===== src/rtl/core/sklp_pkg.sv =====
`timescale 1ns / 1ps
// -----------------------------------------------------------------------------
// sklp_pkg
// Shared constants and controller/datapath interface types of the string key
// linear probe table.
// -----------------------------------------------------------------------------
package sklp_pkg;

	localparam int TABLE_SLOTS_DEF   = 64;
	localparam int MAX_KEY_BYTES_DEF = 16;
	localparam int HANDLE_BITS_DEF   = 16;

	localparam logic [31:0] HASH_SEED    = 32'd5381;
	localparam logic [2:0]  SIZE_LG_RST  = 3'd6;

	// Result status codes.
	localparam logic [2:0] ST_INSERTED  = 3'd0;
	localparam logic [2:0] ST_FOUND     = 3'd1;
	localparam logic [2:0] ST_NOT_FOUND = 3'd2;
	localparam logic [2:0] ST_FULL      = 3'd3;
	localparam logic [2:0] ST_TOO_LONG  = 3'd4;

	// Opcodes.
	localparam logic OP_INSERT = 1'b0;
	localparam logic OP_SEARCH = 1'b1;

	// Commands from the controller to the datapath.
	typedef struct packed {
		logic       clr_wr;     // clear one occupied mark during the reset pass
		logic       acc;        // accumulate an accepted key byte
		logic       start_op;   // last byte accepted: latch start slot and operands
		logic       meta_rd;    // read the slot entry at the probe slot
		logic       meta_wr;    // claim the probe slot for the pending key
		logic       step_slot;  // advance the probe slot
		logic       byte_rd;    // read key byte at the byte index
		logic       byte_wr;    // copy the read key byte into the slot
		logic       step_byte;  // advance the byte index
		logic       res_ld;     // load the output register
		logic [2:0] res_status;
		logic       res_found;
	} sklp_cmd_t;

	// Status from the datapath to the controller.
	typedef struct packed {
		logic clr_last;
		logic clr_done;
		logic last_ovf;
		logic op_search;
		logic occ;
		logic len_eq;
		logic len_zero;
		logic byte_eq;
		logic byte_last;
		logic sweep_end;
		logic out_busy;
	} sklp_sts_t;

endpackage


===== src/rtl/core/sklp_ctrl.sv =====
`timescale 1ns / 1ps
// -----------------------------------------------------------------------------
// sklp_ctrl
// Controller: clear pass, byte intake, probe walk and key compare sequencing.
// -----------------------------------------------------------------------------
module sklp_ctrl (
	input  logic                clk,
	input  logic                arst_n,
	input  logic                s_tvalid,
	input  logic                s_tlast,
	output logic                s_tready,
	input  sklp_pkg::sklp_sts_t sts,
	output sklp_pkg::sklp_cmd_t cmd
);

	typedef enum logic [8:0] {
		S_CLEAR    = 9'b000000001,
		S_IDLE     = 9'b000000010,
		S_META_RD  = 9'b000000100,
		S_META_CHK = 9'b000001000,
		S_CMP_RD   = 9'b000010000,
		S_CMP_CHK  = 9'b000100000,
		S_CP_RD    = 9'b001000000,
		S_CP_WR    = 9'b010000000,
		S_RESULT   = 9'b100000000
	} state_t;

	state_t     state_q, state_d;
	logic [2:0] st_q, st_d;
	logic       acc;

	assign s_tready = (state_q == S_IDLE);
	assign acc      = s_tvalid & s_tready;

	always_comb begin
		state_d = state_q;
		st_d    = st_q;
		cmd     = '0;
		cmd.res_status = st_q;
		cmd.res_found  = (st_q == sklp_pkg::ST_FOUND);
		unique case (state_q)
			S_CLEAR: begin
				cmd.clr_wr = 1'b1;
				if (sts.clr_last) begin
					state_d = S_IDLE;
				end
			end
			S_IDLE: begin
				cmd.acc = acc;
				if (acc && s_tlast) begin
					cmd.start_op = 1'b1;
					if (sts.last_ovf) begin
						st_d    = sklp_pkg::ST_TOO_LONG;
						state_d = S_RESULT;
					end else begin
						state_d = S_META_RD;
					end
				end
			end
			S_META_RD: begin
				cmd.meta_rd = 1'b1;
				state_d     = S_META_CHK;
			end
			S_META_CHK: begin
				if (!sts.op_search) begin
					if (!sts.occ) begin
						cmd.meta_wr = 1'b1;
						if (sts.len_zero) begin
							st_d    = sklp_pkg::ST_INSERTED;
							state_d = S_RESULT;
						end else begin
							state_d = S_CP_RD;
						end
					end else if (sts.sweep_end) begin
						st_d    = sklp_pkg::ST_FULL;
						state_d = S_RESULT;
					end else begin
						cmd.step_slot = 1'b1;
						state_d       = S_META_RD;
					end
				end else begin
					if (!sts.occ) begin
						st_d    = sklp_pkg::ST_NOT_FOUND;
						state_d = S_RESULT;
					end else if (sts.len_eq && sts.len_zero) begin
						st_d    = sklp_pkg::ST_FOUND;
						state_d = S_RESULT;
					end else if (sts.len_eq) begin
						state_d = S_CMP_RD;
					end else if (sts.sweep_end) begin
						st_d    = sklp_pkg::ST_NOT_FOUND;
						state_d = S_RESULT;
					end else begin
						cmd.step_slot = 1'b1;
						state_d       = S_META_RD;
					end
				end
			end
			S_CMP_RD: begin
				cmd.byte_rd = 1'b1;
				state_d     = S_CMP_CHK;
			end
			S_CMP_CHK: begin
				if (sts.byte_eq && sts.byte_last) begin
					st_d    = sklp_pkg::ST_FOUND;
					state_d = S_RESULT;
				end else if (sts.byte_eq) begin
					cmd.step_byte = 1'b1;
					state_d       = S_CMP_RD;
				end else if (sts.sweep_end) begin
					st_d    = sklp_pkg::ST_NOT_FOUND;
					state_d = S_RESULT;
				end else begin
					cmd.step_slot = 1'b1;
					state_d       = S_META_RD;
				end
			end
			S_CP_RD: begin
				cmd.byte_rd = 1'b1;
				state_d     = S_CP_WR;
			end
			S_CP_WR: begin
				cmd.byte_wr = 1'b1;
				if (sts.byte_last) begin
					st_d    = sklp_pkg::ST_INSERTED;
					state_d = S_RESULT;
				end else begin
					cmd.step_byte = 1'b1;
					state_d       = S_CP_RD;
				end
			end
			S_RESULT: begin
				if (!sts.out_busy) begin
					cmd.res_ld = 1'b1;
					state_d    = S_IDLE;
				end
			end
			default: begin
				state_d = S_IDLE;
			end
		endcase
	end

	always_ff @(posedge clk or negedge arst_n) begin
		if (!arst_n) begin
			state_q <= S_CLEAR;
			st_q    <= sklp_pkg::ST_INSERTED;
		end else begin
			state_q <= state_d;
			st_q    <= st_d;
		end
	end

endmodule


===== config.mk =====
export PLATFORM = sky130hd
export DESIGN_NAME = sklp_ctrl
export DESIGN_NICKNAME = d
export VERILOG_FILES = /design/src/rtl/core/sklp_pkg.sv /design/src/rtl/core/sklp_ctrl.sv
export SDC_FILE = /design/constraint.sdc
export NUM_CORES = 1
export LEC_CHECK = 0
export BUFFER_PORTS_ARGS = -buffer_cell sky130_fd_sc_hd__buf_2
export CAP_MARGIN = 5
export CORE_ASPECT_RATIO = 0.9
export CORE_MARGIN = 1
export CORE_UTILIZATION = 53
export CTS_BUF_LIST = sky130_fd_sc_hd__clkbuf_4 sky130_fd_sc_hd__clkbuf_8 sky130_fd_sc_hd__clkbuf_16
export CTS_CLUSTER_DIAMETER = 50
export DETAILED_ROUTE_END_ITERATION = 12
export PLACE_DENSITY = 0.89
export RECOVER_POWER = 25
export SYNTH_ARGS = -nofsm -noshare
export SYNTH_HDL_FRONTEND = slang
export SYNTH_SLANG_ARGS = --single-unit

===== constraint.sdc =====
create_clock -name clk -period 6.4 [get_ports clk]
set_input_delay 0.32 -clock clk [delete_from_list [all_inputs] [get_ports clk]]
set_output_delay 0.32 -clock clk [all_outputs]
set_load 0.02 [all_outputs]

==> impl_results.md, run 1 <==
- Met3 wire len: 219 um
- Vias in the first global route: 870
- Max Cap Viol: 0
- VDD IR max: 274.7 uV
- Post-Synth XOR/XNOR Area: 1.926%
- Starting Density: 59.49%
- Resize count post-CTS: 0
- Worst min path class: input pin to flop
- Seq/Total Area, Yosys: 33.15%
- Vias: 972
- Min-Delay Startpoint: sts[10]
- FF-to-FF setup slack: 3.94 ns
- Synthesized net count: 121
- Final Non-Filler Cells: 159
- Max H-tree Level: 1
- Final #Nets: 153
- Internal Power: 0.1964 mW
- DRC errors left: 0
- Yosys top cell by area: dfrtp_1
- Final Util: 72.91%
- Final worst path period need: 2.603 ns
- Seq cells post-synth: 12
- Critical R2R Launch: state_q[2]
- Detail Route Antenna Nets: 0
- Syn Inst Count: 106
- Post-Route M1 WL: 979 um
- Synth area leaders: dfrtp_1, nand2_1, nor3_1
- EDFF count, synth: 0
- Post-CTS setup buffers: 0
- Status: completed
- Total gr overflow: 0
- Drt pass-1 iters: 4
- Top achievable clock speed: 384.1 MHz
- Sw power: 0.1635 mW
- Synth Cell Area: 909.6 um2
- Post-route cell area: 0.001115 mm2
- Root Driver: clkbuf_4
- Reg power frac: 30.2%
- Core ar.: 0.001529 mm2
- Routability cong.: 0.9301
- FFs w/ async S/R, synth: 100.0%
- Slack of the critical path: 3.797 ns
- Hpwl dp: 1813 um
- CP Data Required Time: 6.08 ns
- Hold depth: 2
- DR top layer: met4
- Reg area: 301.5 um2
- Net Sw Frac: 45.43%
- Clock power share: 16.9%
- Slew HR: 45.57%
- FF-to-FF End: st_q[1]
- Met2 routed WL: 1102 um
- Via density: 6.113
- CTS tree: done
- CP Data Arrival Time: 2.28 ns
- Final Max Slew Viols: 0
- Die W: 45.67 um
- GRT Util Overall: 27.98%
- Hold violation total from the final report: 0
- Filler instances: 129
- Main combinational cell family by area after synthesis: simple AND/OR/NAND/NOR gates
- Global-route wire length before repair: 3629 um
- CTS buffer count: 3
- Die height: 41.30 um
- Worst Tran Pin Value: 0.8090 ns
- Clock Skew: 0.001068 ns
- Largest net degree at the start of global routing: 13
- Worst hold slack: 0.3301 ns
- Drt initial violations: 33
- Clk_lat worst skew: 0.27 ns
- Area growth from synthesis to layout: 22.56%
- Fraction of synthesized area in multiplexers: 0%
- Total Routed Length: 2329 um
- Syn avg cell area: 8.581 um2
- Final Cycle Share: 40.68%
- Startpoint types: flop
- Pwr/cell area: 322.8 mW/mm2
- Setup TNS: 0 ns
- Worst setup path class: flop to output port
- Multi-input logic area: 593.1 um2
- Synth Area in Compound Gates: 24.21%
- Comb pwr share: 52.9%
- PortBufs: 28
- Layout cells sized above 1: 29.93%
- Setup crit end kind: output port
- Die area: 0.001886 mm2
- Ys Warns: 0
- RSZ-0062 raised after global routing: no
- Initial antenna violation count: 0
- Hold Path Sink: state_q[0]
- Ys flop type: dfrtp_1
- # diodes: 0
- Synth Area in Simple Gates: 39.06%
- Clock sinks: 12
- Pre-CTS setup slack: 3.969 ns
- Num ports: 30
- Placed cell count: 154
- Power Total: 0.3598 mW
- Rows: 13
- Longest Clk Path Bufs: 2
- Routed WL per cell: 14.65 um
- R2R depth: 6
- Synth top area share: 30.26%
- Critical Path Fanout Max: 5
- # setup viols final: 0
- CTS clk-pin slew, worst paths: 0.08 ns
- P_leak: 0.5073 nW
- Netlist cell types: 41
- Placed cell area: 0.001070 mm2
- Synth Area in Adders: 0%
==> worst max-delay path by stage <==
stage,slack [ns],to,cells after the start,startpoint
floorplan,4.05,state_q[8],6,state_q[8]
global placement,4.08,st_q[1],6,state_q[2]
detailed placement,3.97,st_q[1],6,state_q[2]
CTS,3.83,cmd[8],6,state_q[2]
global route,3.59,cmd[8],6,state_q[2]
finish,3.80,cmd[8],6,state_q[2]
==> metal layers <==
layer	vias up	track usage [%]
li1	469	-
met1	444	35.66
met2	55	48.57
met3	4	4.741
met4	0	9.848
met5	-	0
==> synth_stat cells, types with 3 or more instances <==
cell and count:
nand2_1 16, dfrtp_1 11, nor2_1 8, nor3_1 8, o21ai_0 6, nor4_1 5
a21oi_1 4, nand3_1 3, nor4b_1 3
==> logic make-up after synthesis <==
logic type | count (synthesis)
AOI/OAI and AO/OA | 28
xor gates and xnor gates | 2
buffers and inverters | 4
DFF | 12
and+or+nand+nor | 60
==> power by group through the flow <==
| stage | Sequential [mW] | Clock [mW] | Combinational [mW] |
|---|---|---|---|
| after floorplan | 0.113 | 0 | 0.134 |
| after global placement | 0.107 | 0 | 0.183 |
| after detailed placement | 0.110 | 0 | 0.188 |
| after CTS | 0.108 | 0.0625 | 0.189 |
| after global routing | 0.111 | 0.0668 | 0.208 |
| final | 0.109 | 0.0609 | 0.190 |
==> area by class of cell <==
cell class                      instances  area share (%)
Tap cell                               22           2.469
Multi-Input combinational cell         90           53.20
Sequential cell                        12           27.05
Timing Repair Buffer                   29           13.36
Clock buffer                            4           3.255
Inverter                                2          0.6734
==> cell usage in the layout (no fill, tap or decap), types with 2 or more instances in the layout <==
master,synthesis,final
buf_2,0,27
nand2_1,16,16
dfrtp_1,11,11
nor3_1,8,8
nor2_1,8,8
o21ai_0,6,6
nor4_1,5,5
a21oi_1,4,4
nand3_1,3,3
nor4b_1,3,3
clkbuf_4,0,3
or2b_1,2,2
nor2b_1,2,2
or4b_4,2,2
a31oi_1,2,2
xnor2_1,2,2
and2_1,2,2
o211ai_1,2,2
inv_1,2,2
o21a_1,2,2
==> critical path, cell delays in order (launching register included) <==
cell     delay, ns
dfrtp_1       0.42
nor4_1        0.73
nand3_1       0.30
nor2_1        0.16
a31oi_1       0.06
nor2_1        0.17
buf_2         0.19
==> what timing repair did <==
item / 4_1_cts / 5_1_grt
hold buffers: 1 / 0
endpoints found under the hold margin: 11 / 0
endpoints found under the setup margin: 0 / 0
==> state kept, by name (all words and copies together), names as in the netlist <==
register and flops:
st_q 3, state_q 9
No activity file was read; power rests on OpenSTA's default activity.
==> inputs of run 2 (changes only) <==
--- a/config.mk
+++ b/config.mk
@@ -9,11 +9,11 @@
 export CAP_MARGIN = 5
 export CORE_ASPECT_RATIO = 0.9
 export CORE_MARGIN = 1
-export CORE_UTILIZATION = 53
+export CORE_UTILIZATION = 49
 export CTS_BUF_LIST = sky130_fd_sc_hd__clkbuf_4 sky130_fd_sc_hd__clkbuf_8 sky130_fd_sc_hd__clkbuf_16
 export CTS_CLUSTER_DIAMETER = 50
 export DETAILED_ROUTE_END_ITERATION = 12
-export PLACE_DENSITY = 0.89
+export PLACE_DENSITY = 0.84
 export RECOVER_POWER = 25
 export SYNTH_ARGS = -nofsm -noshare
 export SYNTH_HDL_FRONTEND = slang
==> constraint.sdc (replaced) <==
create_clock -name clk -period 2.45 [get_ports clk]
set_input_delay 0.1225 -clock clk [delete_from_list [all_inputs] [get_ports clk]]
set_output_delay 0.1225 -clock clk [all_outputs]
set_load 0.02 [all_outputs]
==> impl_results.md, run 2 (same netlist as run 1, synthesis figures left out) <==
- Clock power share: 16.0% (-0.9 points)
- Status: completed
- Startpoint types: flop
- Cell mode on critical path: or4b_4
- CTS clk-pin slew, worst paths: 0.08 ns (about the same)
- Clk_lat worst skew: 0.28 ns (about the same)
- Post-route cell area: 0.001146 mm2 (+2.8%)
- Longest Clk Path Bufs: 2 (unchanged)
- Starting Density: 53.53% (-6.0 points)
- DRC errors left: 0 (unchanged)
- # diodes: 0 (unchanged)
- Drt initial violations: 26 (-21%)
- Most common cell after layout, fill and taps aside: buf_2
- Clock Skew: 0.01209 ns (+0.01102 ns)
- Pwr/cell area: 853.4 mW/mm2 (+160%)
- CP max-delay cell: or4b_4
- Via density: 6.049 (-1.0%)
- Die area: 0.002033 mm2 (+7.8%)
- CP Data Required Time: 2.61 ns (-3.47 ns)
- Net Sw Frac: 44.90% (-0.53 points)
- Slew HR: 57.51% (+12 points)
- Final #Nets: 155 (+1.3%)
- Initial antenna violation count: 0 (unchanged)
- Largest register FFs: 9 (unchanged)
- Worst min path class: input pin to flop
- Final worst path period need: 2.237 ns
- Top achievable clock speed: 447.0 MHz
- Clock sinks: 12 (unchanged)
- Setup crit end kind: flop
- Hold violation total from the final report: 0 (unchanged)
- # setup viols final: 0 (unchanged)
- Vias in the first global route: 879 (+1.0%)
- Routability cong.: 0.8547 (-8.1%)
- PortBufs: 28 (unchanged)
- Multi-input logic area: 606.8 um2 (+2.3%)
- CTS buffer count: 3 (unchanged)
- Commonest non-fill, non-tap cells in the layout: buf_2, nand2_1, dfrtp_1
- Area growth from synthesis to layout: 26.00%
- Routed WL per cell: 14.33 um (-2.2%)
- Final Max Slew Viols: 0 (unchanged)
- Internal Power: 0.5389 mW (+170%)
- Reg power frac: 29.1% (-1.1 points)
- Filler instances: 150 (+16%)
- P_leak: 0.5211 nW (+2.7%)
- Worst setup path class: flop to flop
- Comb pwr share: 54.9% (+2.0 points)
- Leading registers by flop count: state_q (9), st_q (3)
- Vias: 986 (+1.4%)
- Num ports: 30 (unchanged)
- Total gr overflow: 0 (unchanged)
- Critical Path Fanout Max: 6 (+1)
- Max H-tree Level: 1 (unchanged)
- Reg area: 301.5 um2 (unchanged)
- Sw power: 0.4391 mW (+170%)
- VDD IR max: 720.8 uV (+160%)
- Max Cap Viol: 0 (unchanged)
- Rows: 14 (+1)
- Setup TNS: 0 ns (unchanged)
- Final Cycle Share: 91.31%
- Global-route wire length before repair: 3677 um (+1.3%)
- RSZ-0062 raised after global routing: no
- Largest stage delay, worst path: 0.59 ns (-0.14 ns)
- Core ar.: 0.001699 mm2 (+11%)
- GRT Util Overall: 25.43% (-2.6 points)
- Worst hold slack: 0.1130 ns (-0.2171 ns)
- Die height: 42.88 um (+3.8%)
- CP cell instances: or4b_4 > or4b_4 > o32ai_4 > nand4bb_4 > a21oi_2 > o32a_1
- Hpwl dp: 1821 um (+0.44%)
- Placed cell area: 0.001087 mm2 (+1.6%)
- Detail Route Antenna Nets: 0 (unchanged)
- Layout cells sized above 1: 33.09% (+3.2 points)
- Worst Tran Pin Value: 0.6374 ns (-0.1716 ns)
- Die W: 47.42 um (+3.8%)
- CP Data Arrival Time: 2.40 ns (+0.12 ns)
- Total Routed Length: 2336 um (+0.30%)
- CTS tree: done
- Biggest register: state_q
- Drt pass-1 iters: 5 (+1)
- Largest net degree at the start of global routing: 13 (unchanged)
- Root Driver: clkbuf_4
[run 2: cell types whose count changed in the layout (fill, tap and decap cells not counted)]
cell,change
nor4_2,+1
nor4_1,-1
nand2_1,-1
nand2_2,+1
nor3_1,-1
nor3_2,+1
buf_4,+2
[run 2: metrics by stage]
step                      util [%]  setup WS, ns  instances  power, mW
after detailed placement     63.99        0.2142        158     0.8119
after floorplan                  -        0.1045        106     0.6458
after CTS                    66.72        0.1085        163     0.9709
after global routing         67.45       0.06037        163      1.044
final                        67.45        0.2130        163     0.9781
after global placement       63.99        0.2659        158     0.7904
[run 2: final timing paths]
path / slack, ns / startpoint / depth (start not counted) / endpoint
max reg2reg: 0.21 / state_q[2] / 6 / st_q[1]
min: 0.11 / sts[10] / 2 / state_q[0]
max: 0.21 / state_q[2] / 6 / st_q[1]
min reg2reg: 0.55 / state_q[1] / 1 / state_q[3]
min in group asynchronous: 0.37 / arst_n / 2 / state_q[8]
max in group asynchronous: 1.66 / arst_n / 2 / st_q[2]
[run 2: power groups by stage]
stage	registers [mW]	logic [mW]	clock network (mW)
2_1_floorplan	0.295	0.351	0
3_3_place_gp	0.282	0.509	0
3_5_place_dp	0.285	0.526	0
4_1_cts	0.281	0.531	0.158
5_1_grt	0.291	0.588	0.165
6_report	0.285	0.536	0.157
[run 2: worst max-delay path, delay by kind of cell (launching register included)]
family           cells  cell delay [ns]
AND/OR/NAND/NOR      3             1.35
AO/OA/AOI/OAI        3             0.37
flip-flops           1             0.41
[run 2: area by class of cell]
cell class,count,area share (%)
Clock buffer,4,3.166
Tap cell,24,2.620
Timing Repair Buffer,31,14.30
Sequential cell,12,26.31
Multi-Input combinational cell,90,52.95
Inverter,2,0.6550
[run 2: repair_timing]
| action | CTS | global route |
|---|---|---|
| hold endpoints to repair | 12 | 0 |
| resized for setup | 0 | 3 |
| endpoints found under the setup margin | 0 | 2 |
| hold buffers | 1 | 0 |
| setup buffers | 0 | 0 |
[run 2: routing by layer]
metal / GRT usage [%] / vias to the layer above / share of wire (%)
li1: - / 474 / -
met1: 35.42 / 457 / 45
met2: 38.90 / 48 / 46
met3: 3.830 / 7 / 7.1
met4: 9.714 / 0 / 1.7
met5: 0 / - / 0
